[config.mk]
export PLATFORM = sky130hd
export DESIGN_NAME = three_digit_segment_serializer_top
export DESIGN_NICKNAME = d
export VERILOG_FILES = /design/src/hw/rtl/tdss_pkg.sv /design/src/hw/rtl/three_digit_segment_serializer_top.sv /design/src/hw/rtl/tdss_digits.sv /design/src/hw/rtl/tdss_glyph.sv /design/src/hw/rtl/tdss_serializer.sv
export SDC_FILE = /design/constraint.sdc
export NUM_CORES = 1
export LEC_CHECK = 0
export BUFFER_PORTS_ARGS = -buffer_cell sky130_fd_sc_hd__buf_2
export CORE_AREA = 2 2 188 264
export CTS_CLUSTER_SIZE = 14
export DETAILED_ROUTE_END_ITERATION = 16
export DIE_AREA = 0 0 190 266
export PLACE_DENSITY = 0.48
export SLEW_MARGIN = 5
export SYNTH_ARGS = -nofsm -noshare
export SYNTH_HDL_FRONTEND = slang
export SYNTH_SLANG_ARGS = --single-unit
export TNS_END_PERCENT = 10
[constraint.sdc]
create_clock -name clk -period 16.49 [get_ports clk]
set_clock_uncertainty 0.2 [all_clocks]
set_input_delay 3.298 -clock clk [delete_from_list [all_inputs] [get_ports clk]]
set_output_delay 3.298 -clock clk [all_outputs]
set_load 0.02 [all_outputs]
[src/hw/rtl/tdss_pkg.sv]
// Shared types, command codes and glyph tables for the three-digit segment serializer.
// No dependencies; every other file in hw/rtl imports this package.
`default_nettype none

package tdss_pkg;

  // Command codes carried in the request
  localparam logic [1:0] CMD_SHOW_NUMBER  = 2'd0;
  localparam logic [1:0] CMD_SHOW_LETTERS = 2'd1;
  localparam logic [1:0] CMD_BLANK        = 2'd2;
  localparam logic [1:0] CMD_RESTORE      = 2'd3;

  // Frame geometry: three glyphs of eight bits each
  localparam int unsigned GLYPH_W   = 8;
  localparam int unsigned FRAME_W   = 3 * GLYPH_W;
  localparam int unsigned BITCNT_W  = $clog2(FRAME_W + 1);

  // Letter window and table offsets
  localparam logic [7:0] CHAR_FIRST = 8'h61;  // 'a'
  localparam logic [7:0] CHAR_LAST  = 8'h73;  // 's'
  localparam logic [7:0] LEFT_BIAS  = 8'd86;
  localparam logic [7:0] RIGHT_BIAS = 8'd87;

  // Reciprocal of 1000 scaled by 2^26, rounded up; exact for all 16-bit values
  localparam logic [16:0] MOD_RECIP  = 17'd67109;
  localparam int unsigned MOD_SHIFT  = 26;

  // Glyph tables, padded to 32 entries with blank glyphs
  localparam logic [7:0] GLYPH_LEFT [32] = '{
    8'h77, 8'h41, 8'h3B, 8'h6B, 8'h4D, 8'h6E, 8'h7E, 8'h43, 8'h7F, 8'h6F,
    8'h80, 8'h5F, 8'h7C, 8'h38, 8'h79, 8'h3F, 8'h1E, 8'h7E, 8'h5C, 8'h40,
    8'h61, 8'h5C, 8'h34, 8'h57, 8'h58, 8'h78, 8'h1F, 8'h4F, 8'h18, 8'h6E,
    8'h00, 8'h00
  };

  localparam logic [7:0] GLYPH_MIDDLE [32] = '{
    8'h7B, 8'h41, 8'h37, 8'h67, 8'h4D, 8'h6E, 8'h7E, 8'h43, 8'h7F, 8'h6F,
    8'h80, 8'h5F, 8'h7C, 8'h34, 8'h75, 8'h3F, 8'h1E, 8'h7E, 8'h5C, 8'h40,
    8'h61, 8'h5C, 8'h38, 8'h5B, 8'h54, 8'h74, 8'h1F, 8'h4F, 8'h14, 8'h6E,
    8'h00, 8'h00
  };

  localparam logic [7:0] GLYPH_RIGHT [32] = '{
    8'hB7, 8'h81, 8'h73, 8'hE3, 8'hC5, 8'hE6, 8'hF6, 8'h83, 8'hF7, 8'hE7,
    8'hD7, 8'hF4, 8'h70, 8'hF1, 8'h77, 8'h56, 8'hF6, 8'hD4, 8'h80, 8'hA1,
    8'hD4, 8'h34, 8'h97, 8'hD0, 8'hF0, 8'h57, 8'hC7, 8'h50, 8'hE6, 8'h00,
    8'h00, 8'h00
  };

  // Input request
  typedef struct packed {
    logic [1:0]  command;
    logic [15:0] number;
    logic [7:0]  char_left;
    logic [7:0]  char_middle;
    logic [7:0]  char_right;
  } tdss_in_t;

  // One serial result item
  typedef struct packed {
    logic pulse_kind;
    logic data_bit;
    logic bad_char;
    logic last;
  } tdss_out_t;

  // After the modulo-1000 step
  typedef struct packed {
    logic [1:0] command;
    logic [9:0] value;
    logic [7:0] char_left;
    logic [7:0] char_middle;
    logic [7:0] char_right;
  } tdss_mod_t;

  // After the hundreds split
  typedef struct packed {
    logic [1:0] command;
    logic [3:0] hundreds;
    logic [6:0] rest;
    logic [7:0] char_left;
    logic [7:0] char_middle;
    logic [7:0] char_right;
  } tdss_hund_t;

  // Frame ready for the serializer; right glyph in the top byte
  typedef struct packed {
    logic [FRAME_W-1:0] glyphs;
    logic               with_reset;
    logic               bad;
  } tdss_frame_t;

endpackage

`default_nettype wire

[src/hw/rtl/three_digit_segment_serializer_top.sv]
// Top level of the three-digit segment serializer: input register, digit split,
// glyph stage and serializer. Depends on tdss_pkg, tdss_digits, tdss_glyph, tdss_serializer.
`default_nettype none

// Each command produces a stream of result items for an external display shift
// register, one item per cycle while out_ready is high: show number, show letters
// and restore give a reset pulse and 24 data bits, blank gives 24 data bits. The
// serializer's one-bit-per-cycle shift register sets the rate, and consecutive
// frames follow with no gap. Up to four further commands are held in the input
// register and the three decode stages while a frame streams out; a command passes
// through the input register, the two digit stages, the glyph register and the
// serializer on its way out. Restore shows the number of the most recent earlier
// show-number request (zero after reset).
module three_digit_segment_serializer_top (
  input  wire logic                clk,
  input  wire logic                rst_n,
  input  wire logic                in_valid,
  output logic                     in_ready,
  input  wire tdss_pkg::tdss_in_t  in_data,
  output logic                     out_valid,
  input  wire logic                out_ready,
  output tdss_pkg::tdss_out_t      out_data
);
  import tdss_pkg::*;

  tdss_in_t     in_r, in_nxt;
  logic         in_valid_r, in_valid_nxt;
  logic         req_ready;
  logic         hund_valid, hund_ready;
  tdss_hund_t   hund;
  logic         frame_valid, frame_ready;
  tdss_frame_t  frame;

  // Input register
  assign in_ready = !in_valid_r || req_ready;

  always_comb begin
    in_nxt       = in_r;
    in_valid_nxt = in_valid_r;
    if (in_valid && in_ready) begin
      in_nxt       = in_data;
      in_valid_nxt = 1'b1;
    end else if (req_ready) begin
      in_valid_nxt = 1'b0;
    end
  end

  always_ff @(posedge clk) begin
    if (!rst_n) begin
      in_valid_r <= 1'b0;
    end else begin
      in_valid_r <= in_valid_nxt;
    end
  end

  always_ff @(posedge clk) begin
    in_r <= in_nxt;
  end

  tdss_digits u_digits (
    .clk        (clk),
    .rst_n      (rst_n),
    .req_valid  (in_valid_r),
    .req_ready  (req_ready),
    .req        (in_r),
    .hund_valid (hund_valid),
    .hund_ready (hund_ready),
    .hund       (hund)
  );

  tdss_glyph u_glyph (
    .clk         (clk),
    .rst_n       (rst_n),
    .hund_valid  (hund_valid),
    .hund_ready  (hund_ready),
    .hund        (hund),
    .frame_valid (frame_valid),
    .frame_ready (frame_ready),
    .frame       (frame)
  );

  tdss_serializer u_ser (
    .clk         (clk),
    .rst_n       (rst_n),
    .frame_valid (frame_valid),
    .frame_ready (frame_ready),
    .frame       (frame),
    .out_valid   (out_valid),
    .out_ready   (out_ready),
    .out_data    (out_data)
  );

endmodule

`default_nettype wire

[src/hw/rtl/tdss_digits.sv]
// Decimal digit split: modulo 1000, then hundreds and remainder, one register stage each.
// Holds the remembered number. Depends on tdss_pkg.
`default_nettype none

module tdss_digits (
  input  wire logic                 clk,
  input  wire logic                 rst_n,
  input  wire logic                 req_valid,
  output logic                      req_ready,
  input  wire tdss_pkg::tdss_in_t   req,
  output logic                      hund_valid,
  input  wire logic                 hund_ready,
  output tdss_pkg::tdss_hund_t      hund
);
  import tdss_pkg::*;

  logic [15:0]  shown_r, shown_nxt;
  logic [15:0]  num_sel;
  logic [32:0]  recip_prod;
  logic [6:0]   quot;
  logic [16:0]  quot_k;
  logic [15:0]  mod_diff;
  tdss_mod_t    a_r, a_nxt;
  logic         a_valid_r, a_valid_nxt;
  logic         a_ready, a_load;
  logic         b_ready_int;
  logic [15:0]  h_prod;
  logic [3:0]   hund_digit;
  logic [9:0]   hund_k;
  logic [9:0]   rest_diff;
  tdss_hund_t   b_r, b_nxt;
  logic         b_valid_r, b_valid_nxt;
  logic         b_load;

  // Stage A: choose the number and reduce it modulo 1000
  always_comb begin
    num_sel    = (req.command == CMD_RESTORE) ? shown_r : req.number;
    recip_prod = 33'(num_sel) * 33'(MOD_RECIP);
    quot       = recip_prod[32:MOD_SHIFT];
    quot_k     = {quot, 10'b0} - 17'({quot, 4'b0}) - 17'({quot, 3'b0});
    mod_diff   = num_sel - quot_k[15:0];
  end

  assign a_ready = !a_valid_r || b_ready_int;
  assign a_load  = req_valid && a_ready;
  assign req_ready = a_ready;

  assign b_ready_int = !b_valid_r || hund_ready;

  always_comb begin
    a_nxt             = a_r;
    a_valid_nxt       = a_valid_r;
    shown_nxt         = shown_r;
    if (a_load) begin
      a_nxt.command     = req.command;
      a_nxt.value       = mod_diff[9:0];
      a_nxt.char_left   = req.char_left;
      a_nxt.char_middle = req.char_middle;
      a_nxt.char_right  = req.char_right;
      a_valid_nxt       = 1'b1;
      if (req.command == CMD_SHOW_NUMBER) begin
        shown_nxt = req.number;
      end
    end else if (b_ready_int) begin
      a_valid_nxt = 1'b0;
    end
  end

  // Stage B: hundreds by reciprocal 41/4096, then the remainder below 100
  always_comb begin
    h_prod     = {6'b0, a_r.value} + {1'b0, a_r.value, 5'b0} + {3'b0, a_r.value, 3'b0};
    hund_digit = h_prod[15:12];
    hund_k     = {hund_digit, 6'b0} + {1'b0, hund_digit, 5'b0} + {4'b0, hund_digit, 2'b0};
    rest_diff  = a_r.value - hund_k;
  end

  assign b_load = a_valid_r && b_ready_int;

  always_comb begin
    b_nxt       = b_r;
    b_valid_nxt = b_valid_r;
    if (b_load) begin
      b_nxt.command     = a_r.command;
      b_nxt.hundreds    = hund_digit;
      b_nxt.rest        = rest_diff[6:0];
      b_nxt.char_left   = a_r.char_left;
      b_nxt.char_middle = a_r.char_middle;
      b_nxt.char_right  = a_r.char_right;
      b_valid_nxt       = 1'b1;
    end else if (hund_ready) begin
      b_valid_nxt = 1'b0;
    end
  end

  // Control state
  always_ff @(posedge clk) begin
    if (!rst_n) begin
      a_valid_r <= 1'b0;
      b_valid_r <= 1'b0;
      shown_r   <= '0;
    end else begin
      a_valid_r <= a_valid_nxt;
      b_valid_r <= b_valid_nxt;
      shown_r   <= shown_nxt;
    end
  end

  // Payload
  always_ff @(posedge clk) begin
    a_r <= a_nxt;
    b_r <= b_nxt;
  end

  assign hund_valid = b_valid_r;
  assign hund       = b_r;

endmodule

`default_nettype wire

[src/hw/rtl/tdss_glyph.sv]
// Glyph stage: tens and units split, letter checks and table lookups into one frame.
// Depends on tdss_pkg.
`default_nettype none

module tdss_glyph (
  input  wire logic                  clk,
  input  wire logic                  rst_n,
  input  wire logic                  hund_valid,
  output logic                       hund_ready,
  input  wire tdss_pkg::tdss_hund_t  hund,
  output logic                       frame_valid,
  input  wire logic                  frame_ready,
  output tdss_pkg::tdss_frame_t      frame
);
  import tdss_pkg::*;

  logic [13:0]  t_prod;
  logic [3:0]   tens;
  logic [6:0]   tens_k;
  logic [6:0]   units_diff;
  logic         ok_left, ok_middle, ok_right;
  logic [4:0]   idx_left, idx_middle, idx_right;
  logic [7:0]   g_left, g_middle, g_right;
  tdss_frame_t  frame_r, frame_nxt;
  logic         valid_r, valid_nxt;
  logic         load;

  // Tens by reciprocal 103/1024, units from what is left
  always_comb begin
    t_prod     = {7'b0, hund.rest} + {1'b0, hund.rest, 6'b0} + {2'b0, hund.rest, 5'b0}
               + {5'b0, hund.rest, 2'b0} + {6'b0, hund.rest, 1'b0};
    tens       = t_prod[13:10];
    tens_k     = {tens, 3'b0} + {2'b0, tens, 1'b0};
    units_diff = hund.rest - tens_k;
  end

  // Letter range checks and table indexes
  always_comb begin
    ok_left    = (hund.char_left   >= CHAR_FIRST) && (hund.char_left   <= CHAR_LAST);
    ok_middle  = (hund.char_middle >= CHAR_FIRST) && (hund.char_middle <= CHAR_LAST);
    ok_right   = (hund.char_right  >= CHAR_FIRST) && (hund.char_right  <= CHAR_LAST);
    idx_left   = 5'(hund.char_left   - LEFT_BIAS);
    idx_middle = 5'(hund.char_middle - LEFT_BIAS);
    idx_right  = 5'(hund.char_right  - RIGHT_BIAS);
  end

  // Pick glyphs by command
  always_comb begin
    g_left   = '0;
    g_middle = '0;
    g_right  = '0;
    case (hund.command)
      CMD_SHOW_NUMBER, CMD_RESTORE: begin
        g_left   = GLYPH_LEFT[{1'b0, hund.hundreds}];
        g_middle = GLYPH_MIDDLE[{1'b0, tens}];
        g_right  = GLYPH_RIGHT[{1'b0, units_diff[3:0]}];
      end
      CMD_SHOW_LETTERS: begin
        g_left   = ok_left   ? GLYPH_LEFT[idx_left]     : 8'h00;
        g_middle = ok_middle ? GLYPH_MIDDLE[idx_middle] : 8'h00;
        g_right  = ok_right  ? GLYPH_RIGHT[idx_right]   : 8'h00;
      end
      default: begin
        g_left   = '0;
        g_middle = '0;
        g_right  = '0;
      end
    endcase
  end

  assign hund_ready = !valid_r || frame_ready;
  assign load       = hund_valid && hund_ready;

  always_comb begin
    frame_nxt = frame_r;
    valid_nxt = valid_r;
    if (load) begin
      frame_nxt.glyphs     = {g_right, g_middle, g_left};
      frame_nxt.with_reset = (hund.command != CMD_BLANK);
      frame_nxt.bad        = (hund.command == CMD_SHOW_LETTERS)
                             && !(ok_left && ok_middle && ok_right);
      valid_nxt            = 1'b1;
    end else if (frame_ready) begin
      valid_nxt = 1'b0;
    end
  end

  // Control state
  always_ff @(posedge clk) begin
    if (!rst_n) begin
      valid_r <= 1'b0;
    end else begin
      valid_r <= valid_nxt;
    end
  end

  // Payload
  always_ff @(posedge clk) begin
    frame_r <= frame_nxt;
  end

  assign frame_valid = valid_r;
  assign frame       = frame_r;

endmodule

`default_nettype wire

[src/hw/rtl/tdss_serializer.sv]
// Serializer: optional reset pulse, then 24 frame bits MSB first, one result per cycle unless out_ready stalls.
// Loads the next frame on the cycle its predecessor's last bit is taken. Depends on tdss_pkg.
`default_nettype none

module tdss_serializer (
  input  wire logic                   clk,
  input  wire logic                   rst_n,
  input  wire logic                   frame_valid,
  output logic                        frame_ready,
  input  wire tdss_pkg::tdss_frame_t  frame,
  output logic                        out_valid,
  input  wire logic                   out_ready,
  output tdss_pkg::tdss_out_t         out_data
);
  import tdss_pkg::*;

  logic                busy_r, busy_nxt;
  logic                pulse_r, pulse_nxt;
  logic [BITCNT_W-1:0] left_r, left_nxt;
  logic [FRAME_W-1:0]  shift_r, shift_nxt;
  logic                bad_r, bad_nxt;
  logic                last_w;
  logic                take;

  assign last_w      = !pulse_r && (left_r == BITCNT_W'(1));
  assign take        = busy_r && out_ready;
  assign frame_ready = !busy_r || (out_ready && last_w);

  // Advance through the frame, or load the next one
  always_comb begin
    busy_nxt  = busy_r;
    pulse_nxt = pulse_r;
    left_nxt  = left_r;
    shift_nxt = shift_r;
    bad_nxt   = bad_r;
    if (frame_valid && frame_ready) begin
      busy_nxt  = 1'b1;
      pulse_nxt = frame.with_reset;
      left_nxt  = BITCNT_W'(FRAME_W);
      shift_nxt = frame.glyphs;
      bad_nxt   = frame.bad;
    end else if (take) begin
      if (pulse_r) begin
        pulse_nxt = 1'b0;
      end else begin
        shift_nxt = {shift_r[FRAME_W-2:0], 1'b0};
        left_nxt  = left_r - BITCNT_W'(1);
        if (last_w) begin
          busy_nxt = 1'b0;
        end
      end
    end
  end

  // Control state
  always_ff @(posedge clk) begin
    if (!rst_n) begin
      busy_r  <= 1'b0;
      pulse_r <= 1'b0;
      left_r  <= '0;
    end else begin
      busy_r  <= busy_nxt;
      pulse_r <= pulse_nxt;
      left_r  <= left_nxt;
    end
  end

  // Payload
  always_ff @(posedge clk) begin
    shift_r <= shift_nxt;
    bad_r   <= bad_nxt;
  end

  // Result straight from registers
  assign out_valid           = busy_r;
  assign out_data.pulse_kind = !pulse_r;
  assign out_data.data_bit   = pulse_r ? 1'b0 : shift_r[FRAME_W-1];
  assign out_data.bad_char   = bad_r;
  assign out_data.last       = last_w;

endmodule

`default_nettype wire

==> flow_summary_export.csv, run 1 <==
group,metric,value,unit
sta,maxSlewViolCount,0,
synth,yosysUniqueCellTypes,82,
setup_path,reg2reg_depth,28,
cts,root_buffer,"clkbuf_16",
cts,ctsResizeCount,0,
cts,clkLatencyLatePin,0.46,ns
layout,nNetsFinal,1687,
setup_path,worst_ep_required_time,16.50,ns
sta,max_freq,123,MHz
place,portBuffers,51,
global_routing,grt_start_max_net_pins,43,
sta,setup_viol,0,
synth,synthFlopType,"edfxtp_1",
die,start_util,29.5,%
setup_path,crit_top_cell,"ha_1",
layout,antennaDiodeCount,0,
die,die_x,190,um
route,wirelength,30300,um
synth,synth.most_common_cell,"ha_1",
synth,yosys_warnings,0,
place,gp_congestion,0.810,
hold_path,whs_path_depth,0,
global_routing,grt_pass1_wl,50300,um
sta,tns,0,ns
synth,postSynthAreaPerCell,11.0,um2
synth,synth_common_cells,"ha_1 (238), edfxtp_1 (165), inv_1 (144), nand2_1 (137), nor2_1 (74)",
synth,post-synth-top-area-cell,"edfxtp_1",
sta,slew-limit-headroom,19.6,%
global_routing,gr-total-overflow,0,
job,maxCapViolCount,0,
die,die_area,0.0505,mm2
sta,rsz0062_at_grt,"no",
route,drcViolationCount,0,
sta,min_period,8.10,ns
cts,numCtsBuffers,17,
synth,seq_area_frac_synth,38.5,%
setup_path,slowest_stage,"mux2i_1",
sta,hold_violations,0,
setup_path,worstSetupEndpointType,"register",
hold_path,hp-class,"register to register",
die,io_pins,52,
die,coreArea,0.0484,mm2
synth,syn_inst,1304,
setup_path,crit_fanout,17,
route,drt_iter0_markers,401,
synth,netlist.area_leader.share,34.7,%
synth,synth_area,0.0143,mm2
layout,areaGrowthSynthToFinish,10.7,%
setup_path,max_stage_delay,0.57,ns
cts,cts_tree,"done",
route,via_count,9243,
cts,cts_sinks,192,
global_routing,grt_pass1_vias,9792,
setup_path,cp.arrival,8.11,ns
synth,synthArstFlopShare,0,%
synth,synth-seq-cells,192,
sta,tightest_slew,1.20,ns
synth,synthTopCellsByArea,"edfxtp_1 (35%), ha_1 (21%), fa_1 (8.3%), dfxtp_1 (3.8%), inv_1 (3.8%)",
die,core.rowCount,96,
route,vias_per_cell,4.64,
cts,cts_htree_levels,4,
route,avgRoutedWirePerCell,15.2,um
die,die_h,266,um
setup_path,crit_type,"register to register",
layout,final_layout_size_suffix_gt1_share,9.87,%
setup_path,cp-start-kind,"register",
sta,timing.final.crit_share,49.1,%
synth,synth_nets,1647,
cts,cts_max_path_buffers,2,
cts,path_clk_slew,0.08,ns
layout,nFillCells,4913,
cts,cts_setup_buffers,0,
global_routing,grt_use_total,12.8,%
cts,hold_buffers,0,
global_routing,antenna_found_initial,0,
outcome,status,"complete, no violations",
route,firstDrtPassIters,5,
place,post-dp-hpwl,24200,um
synth,synth_edf_count,165,
layout,multiInputGateArea,0.00811,mm2
layout,seq_area,0.00550,mm2
route,drtAntennaViolNets,0,
==> flip-flops by register name, indices dropped and copies added, names as in the netlist <==
name                 cells
u_glyph.frame           25
u_ser.shift_r           24
u_digits.hund           37
u_ser.pulse_r            1
u_digits.a_r            36
in_r                    42
u_glyph.frame_valid      1
u_ser.bad_r              1
u_digits.hund_valid      1
in_valid_r               1
u_ser.left_r             5
u_ser.out_valid          1
u_digits.shown_r        16
u_digits.a_valid_r       1
==> cell type report <==
class	instances	share of cell area, %
clock buffer	18	2.71
clock inverter	14	0.926
inverter	144	3.42
multi-input combinational	933	51.3
sequential	192	34.7
tap	637	5.04
timing repair buffer	56	1.85
==> path summary, 6_finish.rpt <==
check / slack, ns / end / startpoint
max: 8.39 / u_digits.a_r[33]$_DFFE_PP_ / in_r[41]$_DFFE_PP_
max reg2reg: 8.39 / u_digits.a_r[33]$_DFFE_PP_ / in_r[41]$_DFFE_PP_
min reg2reg: 0.22 / u_digits.hund[2]$_DFFE_PP_ / u_digits.a_r[2]$_DFFE_PP_
min: 0.22 / u_digits.hund[2]$_DFFE_PP_ / u_digits.a_r[2]$_DFFE_PP_
==> cell usage in the layout (no fill, tap or decap), types with 13 or more instances in the layout <==
cell / instances
nor3_1: 15
edfxtp_1: 165
clkbuf_16: 17
o21ai_0: 54
buf_2: 51
nand3_1: 29
a211oi_1: 15
o211ai_1: 13
a21oi_1: 54
ha_1: 238
mux2_2: 15
dfxtp_1: 27
xor2_1: 16
nor2_1: 74
xnor2_1: 25
inv_1: 144
fa_1: 59
nand2_1: 137
mux2i_1: 33
==> critical path, delay by kind of cell (launching register included) <==
family                   cells  cell delay, ns
AO/OA/AOI/OAI                9            1.86
XOR/XNOR                     3            0.42
adder cells (fa/ha/maj)      9            3.45
buffers and inverters        4            0.39
flip-flops                   1            0.42
multiplexers                 1            0.57
AND/OR/NAND/NOR              2            0.53
==> routing by layer <==
metal	global-route usage (%)	wire length, um	vias up
met5	0	0	-
li1	-	-	4701
met1	14.1	12600	4414
met4	5.01	733	0
met3	2.08	642	33
met2	24.2	16300	95
==> cell families after synthesis <==
family | share of synthesized area (%)
buffers and inverters | 4.97
DFF | 38.5
adders and majority gates | 29.1
AOI/OAI and AO/OA | 9.51
xor gates and xnor gates | 2.82
and+or+nand+nor | 10.8
muxes | 4.31
==> through the flow <==
stage / worst slack (ns) / instances / util (%) / instance area, um2 / hold slack [ns]
detailed placement: 8.32 / 1962 / 31.5 / 15200 / 0.205
global route: 7.66 / 1994 / 32.7 / 15800 / 0.232
CTS: 8.32 / 1994 / 32.7 / 15800 / 0.218
global placement: 8.54 / 1962 / 31.5 / 15200 / 0.200
finish: 8.39 / 1994 / 32.7 / 15800 / 0.217
floorplan: 8.95 / 1304 / - / 14300 / 0.200
Power of run 1 is left out: the tool's default activity adds up to more than one toggle a clock period on the data nets, which glitch-free logic cannot reach.
==> run 2, diff against run 1 <==
==> constraint.sdc (replaced) <==
create_clock -name clk -period 8 [get_ports clk]
set_clock_uncertainty 0.2 [all_clocks]
set_input_delay 1.6 -clock clk [delete_from_list [all_inputs] [get_ports clk]]
set_output_delay 1.6 -clock clk [all_outputs]
set_load 0.02 [all_outputs]
==> run 2 against run 1 <==
  * Sequential cell count unchanged
  * Critical path depth up 1
  * Routed wire length down 0.69%
  * Utilization up 0.23 points
  * Count of clock-buffer cells in the layout down 1
  * Via count about the same
  * Critical path type unchanged
  * Worst hold slack worse by 0.0011 ns
  * Register-to-register slack worse by 7.8 ns
  * Largest cell class unchanged
  * Sequential share of layout area down 0.24 points
==> flow_summary_export.csv, run 2 (synthesis gave the netlist of run 1 again) <==
group,metric,value,unit
sta,tns,0,ns
place,gp_congestion,0.820,
route,drtAntennaViolNets,0,
setup_path,critPathBufInv,4,
sta,hold_violations,0,
route,firstDrtPassIters,6,
route,drt_iter0_markers,590,
global_routing,gr-total-overflow,0,
setup_path,worst_ep_required_time,8.01,ns
cts,cts_htree_levels,4,
layout,largest_register_ffs,42,
layout,final_cell_count_no_fill,1998,
setup_path,max_stage_delay,0.52,ns
global_routing,antenna_found_initial,0,
die,coreArea,0.0484,mm2
layout,nFillCells,4893,
setup_path,crit_top_cell,"ha_1",
die,die_x,190,um
place,pre_cts_ws,0.310,ns
sta,setup_ws,0.545,ns
cts,cts_setup_buffers,0,
route,avgRoutedWirePerCell,15.1,um
route,vias_per_cell,4.63,
global_routing,grt_start_max_net_pins,43,
hold_path,hp-class,"register to register",
place,portBuffers,51,
cts,numCtsBuffers,17,
setup_path,cp-start-kind,"register",
layout,antennaDiodeCount,0,
setup_path,cp_top_family,"adder cells",
sta,maxSlewViolCount,0,
setup_path,cp.arrival,7.46,ns
cts,cts_max_path_buffers,2,
layout,largestRegisters,"in_r (42), u_digits.hund (37), u_digits.a_r (36)",
route,via_count,9251,
sta,tightest_slew,1.14,ns
cts,cts_sinks,192,
die,core.rowCount,96,
cts,hold_buffers,0,
setup_path,worstSetupEndpointType,"register",
job,maxCapViolCount,0,
setup_path,slowest_stage,"fa_1",
setup_path,crit_fanout,17,
die,die_h,266,um
place,post_dp_cell_area,0.0153,mm2
cts,clkLatencyLatePin,0.46,ns
cts,root_buffer,"clkbuf_16",
global_routing,grt_pass1_vias,9579,
layout,layout_common_cells,"ha_1 (238), edfxtp_1 (165), inv_1 (144), nand2_1 (137), nor2_1 (74)",
die,io_pins,52,
global_routing,grt_use_total,12.5,%
layout,areaGrowthSynthToFinish,11.4,%
setup_path,crit_type,"register to register",
outcome,status,"complete, no violations",
global_routing,grt_pass1_wl,49100,um
sta,min_period,7.45,ns
layout,largest_register,"in_r",
die,die_area,0.0505,mm2
place,post-dp-hpwl,24200,um
layout,final_common_cell,"ha_1",
place,dpl.cell_count,1966,
sta,max_freq,134,MHz
cts,cts_tree,"done",
sta,slew-limit-headroom,23.7,%
die,start_util,29.5,%
cts,path_clk_slew,0.08,ns
layout,final_area,0.0159,mm2
route,wirelength,30100,um
layout,nNetsFinal,1691,
sta,timing.final.crit_share,93.2,%
layout,final_layout_size_suffix_gt1_share,10.4,%
sta,rsz0062_at_grt,"no",
route,drcViolationCount,0,
sta,setup_viol,0,
run 2: cell types whose count changed in the layout (fill, tap and decap cells not counted), sizes merged:
| cell | change |
|---|---|
| clkinv | +2 |
| clkinvlp | -3 |
| inv | +2 |
| buf | +4 |
| clkbuf | -1 |
run 2: worst paths after layout:
kind                      startpoint                         end  slack [ns]  cells after the start
setup / recovery  in_r[40]$_DFFE_PP_  u_digits.a_r[33]$_DFFE_PP_        0.55                     29
hold / removal    in_r[21]$_DFFE_PP_  u_digits.a_r[21]$_DFFE_PP_        0.22                      0
setup reg to reg  in_r[40]$_DFFE_PP_  u_digits.a_r[33]$_DFFE_PP_        0.55                     29
hold reg to reg   in_r[21]$_DFFE_PP_  u_digits.a_r[21]$_DFFE_PP_        0.22                      0
run 2: metrics by stage:
stage | utilization (%) | hold WS [ns]
after floorplan | - | 0.200
final | 32.9 | 0.216
after CTS | 32.8 | 0.219
after global placement | 31.5 | 0.201
after global routing | 32.9 | 0.220
after detailed placement | 31.5 | 0.205
run 2: cell type report:
| class | instances | area, um2 | area share (%) |
|---|---|---|---|
| clock inverter | 15 | 199 | 1.25 |
| multi-input combinational | 933 | 8150 | 51.1 |
| timing repair buffer | 60 | 323 | 2.03 |
| sequential | 192 | 5500 | 34.5 |
| clock buffer | 17 | 425 | 2.67 |
| inverter | 144 | 541 | 3.39 |
| tap | 637 | 797 | 5.00 |
run 2: repair_timing:
item | 4_1_cts | 5_1_grt
hold endpoints to repair | 0 | 0
setup endpoints to repair | 0 | 1
resized for setup | 0 | 5
run 2: layer usage:
metal  vias up  wire length, um  track usage [%]
met1      4396            12200             13.7
li1       4714                -                -
met5         -                0                0
met2       106            16600             24.0
met4         0              713             4.55
met3        35              595             1.87
Power of run 2 is left out for the same reason.
==> run 3, diff against run 2 <==
--- a/config.mk
+++ b/config.mk
@@ -6,10 +6,10 @@
 export NUM_CORES = 1
 export LEC_CHECK = 0
 export BUFFER_PORTS_ARGS = -buffer_cell sky130_fd_sc_hd__buf_2
-export CORE_AREA = 2 2 188 264
+export CORE_AREA = 2 2 222 224
 export CTS_CLUSTER_SIZE = 14
 export DETAILED_ROUTE_END_ITERATION = 16
-export DIE_AREA = 0 0 190 266
+export DIE_AREA = 0 0 224 226
 export PLACE_DENSITY = 0.48
 export SLEW_MARGIN = 5
 export SYNTH_ARGS = -nofsm -noshare
==> run 3 against run 2 <==
  * Die area rose by 0.17%
  * Cell count shrank 0.70%
  * Via count up 0.37%
  * Worst hold slack better by 0.0042 ns
  * Sequential cell count is the same
  * Utilization is 0.081 points lower
  * Critical path type unchanged
==> flow_summary_export.csv, run 3 (synthesis gave the netlist of run 1 again) <==
group,metric,value,unit
route,vias_per_cell,4.68,
sta,hold_violations,0,
sta,max_freq,133,MHz
route,drt_iter0_markers,415,
die,die_x,224,um
hold_path,hp-class,"register to register",
setup_path,cp.arrival,7.52,ns
global_routing,antenna_found_initial,0,
cts,cts_tree,"done",
layout,nFillCells,4848,
cts,cts_max_path_buffers,2,
cts,cts_htree_levels,4,
cts,cts_setup_buffers,0,
job,maxCapViolCount,0,
place,pre_cts_ws,0.224,ns
hold_path,whs_path_depth,0,
layout,final_common_cell,"ha_1",
sta,setup_viol,0,
cts,numCtsBuffers,17,
die,core.rowCount,81,
outcome,status,"complete, no violations",
route,firstDrtPassIters,4,
global_routing,grt_pass1_wl,48300,um
layout,nNetsFinal,1692,
route,drtAntennaViolNets,0,
sta,setup_ws,0.504,ns
die,die_area,0.0506,mm2
place,portBuffers,51,
route,top_layer_used,"met4",
global_routing,grt_start_max_net_pins,43,
place,post-dp-hpwl,22800,um
sta,tightest_slew,1.24,ns
route,drcViolationCount,0,
setup_path,crit_type,"register to register",
sta,timing.final.crit_share,93.7,%
setup_path,max_stage_delay,0.52,ns
cts,clkLatencyLatePin,0.48,ns
layout,final_layout_size_suffix_gt1_share,10.6,%
setup_path,worst_ep_required_time,8.02,ns
sta,slew-limit-headroom,16.5,%
layout,largestRegisters,"in_r (42), u_digits.hund (37), u_digits.a_r (36)",
setup_path,worstSetupEndpointType,"register",
die,coreArea,0.0483,mm2
route,wirelength,29000,um
layout,largest_register,"in_r",
sta,maxSlewViolCount,0,
layout,largest_register_ffs,42,
global_routing,grt_pass1_vias,9427,
setup_path,slowest_stage,"fa_1",
global_routing,gr-total-overflow,0,
setup_path,reg2reg_slack,0.50,ns
route,avgRoutedWirePerCell,14.6,um
cts,path_clk_slew,0.08,ns
route,met1_length,13400,um
setup_path,crit_fanout,13,
route,met3_length,750,um
route,via_count,9285,
cts,cts_sinks,192,
place,gp_congestion,0.803,
layout,antennaDiodeCount,0,
setup_path,crit_top_cell,"ha_1",
die,start_util,29.6,%
setup_path,reg2reg_depth,27,
route,wl_met2,14300,um
layout,layout_common_cells,"ha_1 (238), edfxtp_1 (165), inv_1 (144), nand2_1 (137), nor2_1 (74)",
cts,root_buffer,"clkbuf_16",
die,io_pins,52,
sta,min_period,7.50,ns
setup_path,cp-start-kind,"register",
die,die_h,226,um
layout,areaGrowthSynthToFinish,11.0,%
global_routing,grt_use_total,12.2,%
[run 3: cell types whose count changed in the layout (fill, tap and decap cells not counted), moves of 2 or more]
| cell | delta |
|---|---|
| inv_12 | -2 |
| clkinv_8 | -3 |
| inv_6 | -2 |
| clkinvlp_4 | +8 |
[run 3: critical path, delay by kind of cell, from the launching register on]
family                     cells  cell delay (ns)
xor gates and xnor gates       4             0.73
adders and majority gates      9             3.23
buffers and inverters          2             0.09
and+or+nand+nor                3             0.44
muxes                          1             0.45
AOI/OAI and AO/OA              8             1.63
DFF                            1             0.44
[run 3: through the flow]
stage	std cells	area (um2)	util, %	hold slack, ns	TNS (ns)
after floorplan	1304	14300	-	0.200	0
after global placement	1952	15300	31.6	0.201	0
after detailed placement	1952	15300	31.6	0.205	0
after CTS	1984	15800	32.8	0.222	0
after global routing	1984	15900	32.8	0.231	-0.00361
final	1984	15900	32.8	0.221	0
[run 3: routing by layer]
metal | global-route usage (%) | vias to the layer above
met4 | 4.43 | 0
met5 | 0 | -
met1 | 15.1 | 4443
li1 | - | 4725
met3 | 2.38 | 30
met2 | 20.9 | 87
[run 3: cell type report]
class	instances	area [um2]	area share (%)
multi-input combinational	933	8150	51.3
sequential	192	5500	34.6
tap	622	778	4.91
inverter	144	541	3.41
clock buffer	17	425	2.68
timing repair buffer	61	330	2.08
clock inverter	15	149	0.938
[run 3: path summary, 6_finish.rpt]
path	start	to
hold reg to reg	u_digits.a_r[18]$_DFFE_PP_	u_digits.hund[18]$_DFFE_PP_
setup / recovery	in_r[40]$_DFFE_PP_	u_digits.a_r[33]$_DFFE_PP_
setup reg to reg	in_r[40]$_DFFE_PP_	u_digits.a_r[33]$_DFFE_PP_
hold / removal	u_digits.a_r[18]$_DFFE_PP_	u_digits.hund[18]$_DFFE_PP_
[run 3: timing repair]
item,in CTS,in global routing
setup endpoints to repair,0,2
hold buffers,0,0
resized for setup,0,6
Power of run 3 is left out for the same reason.
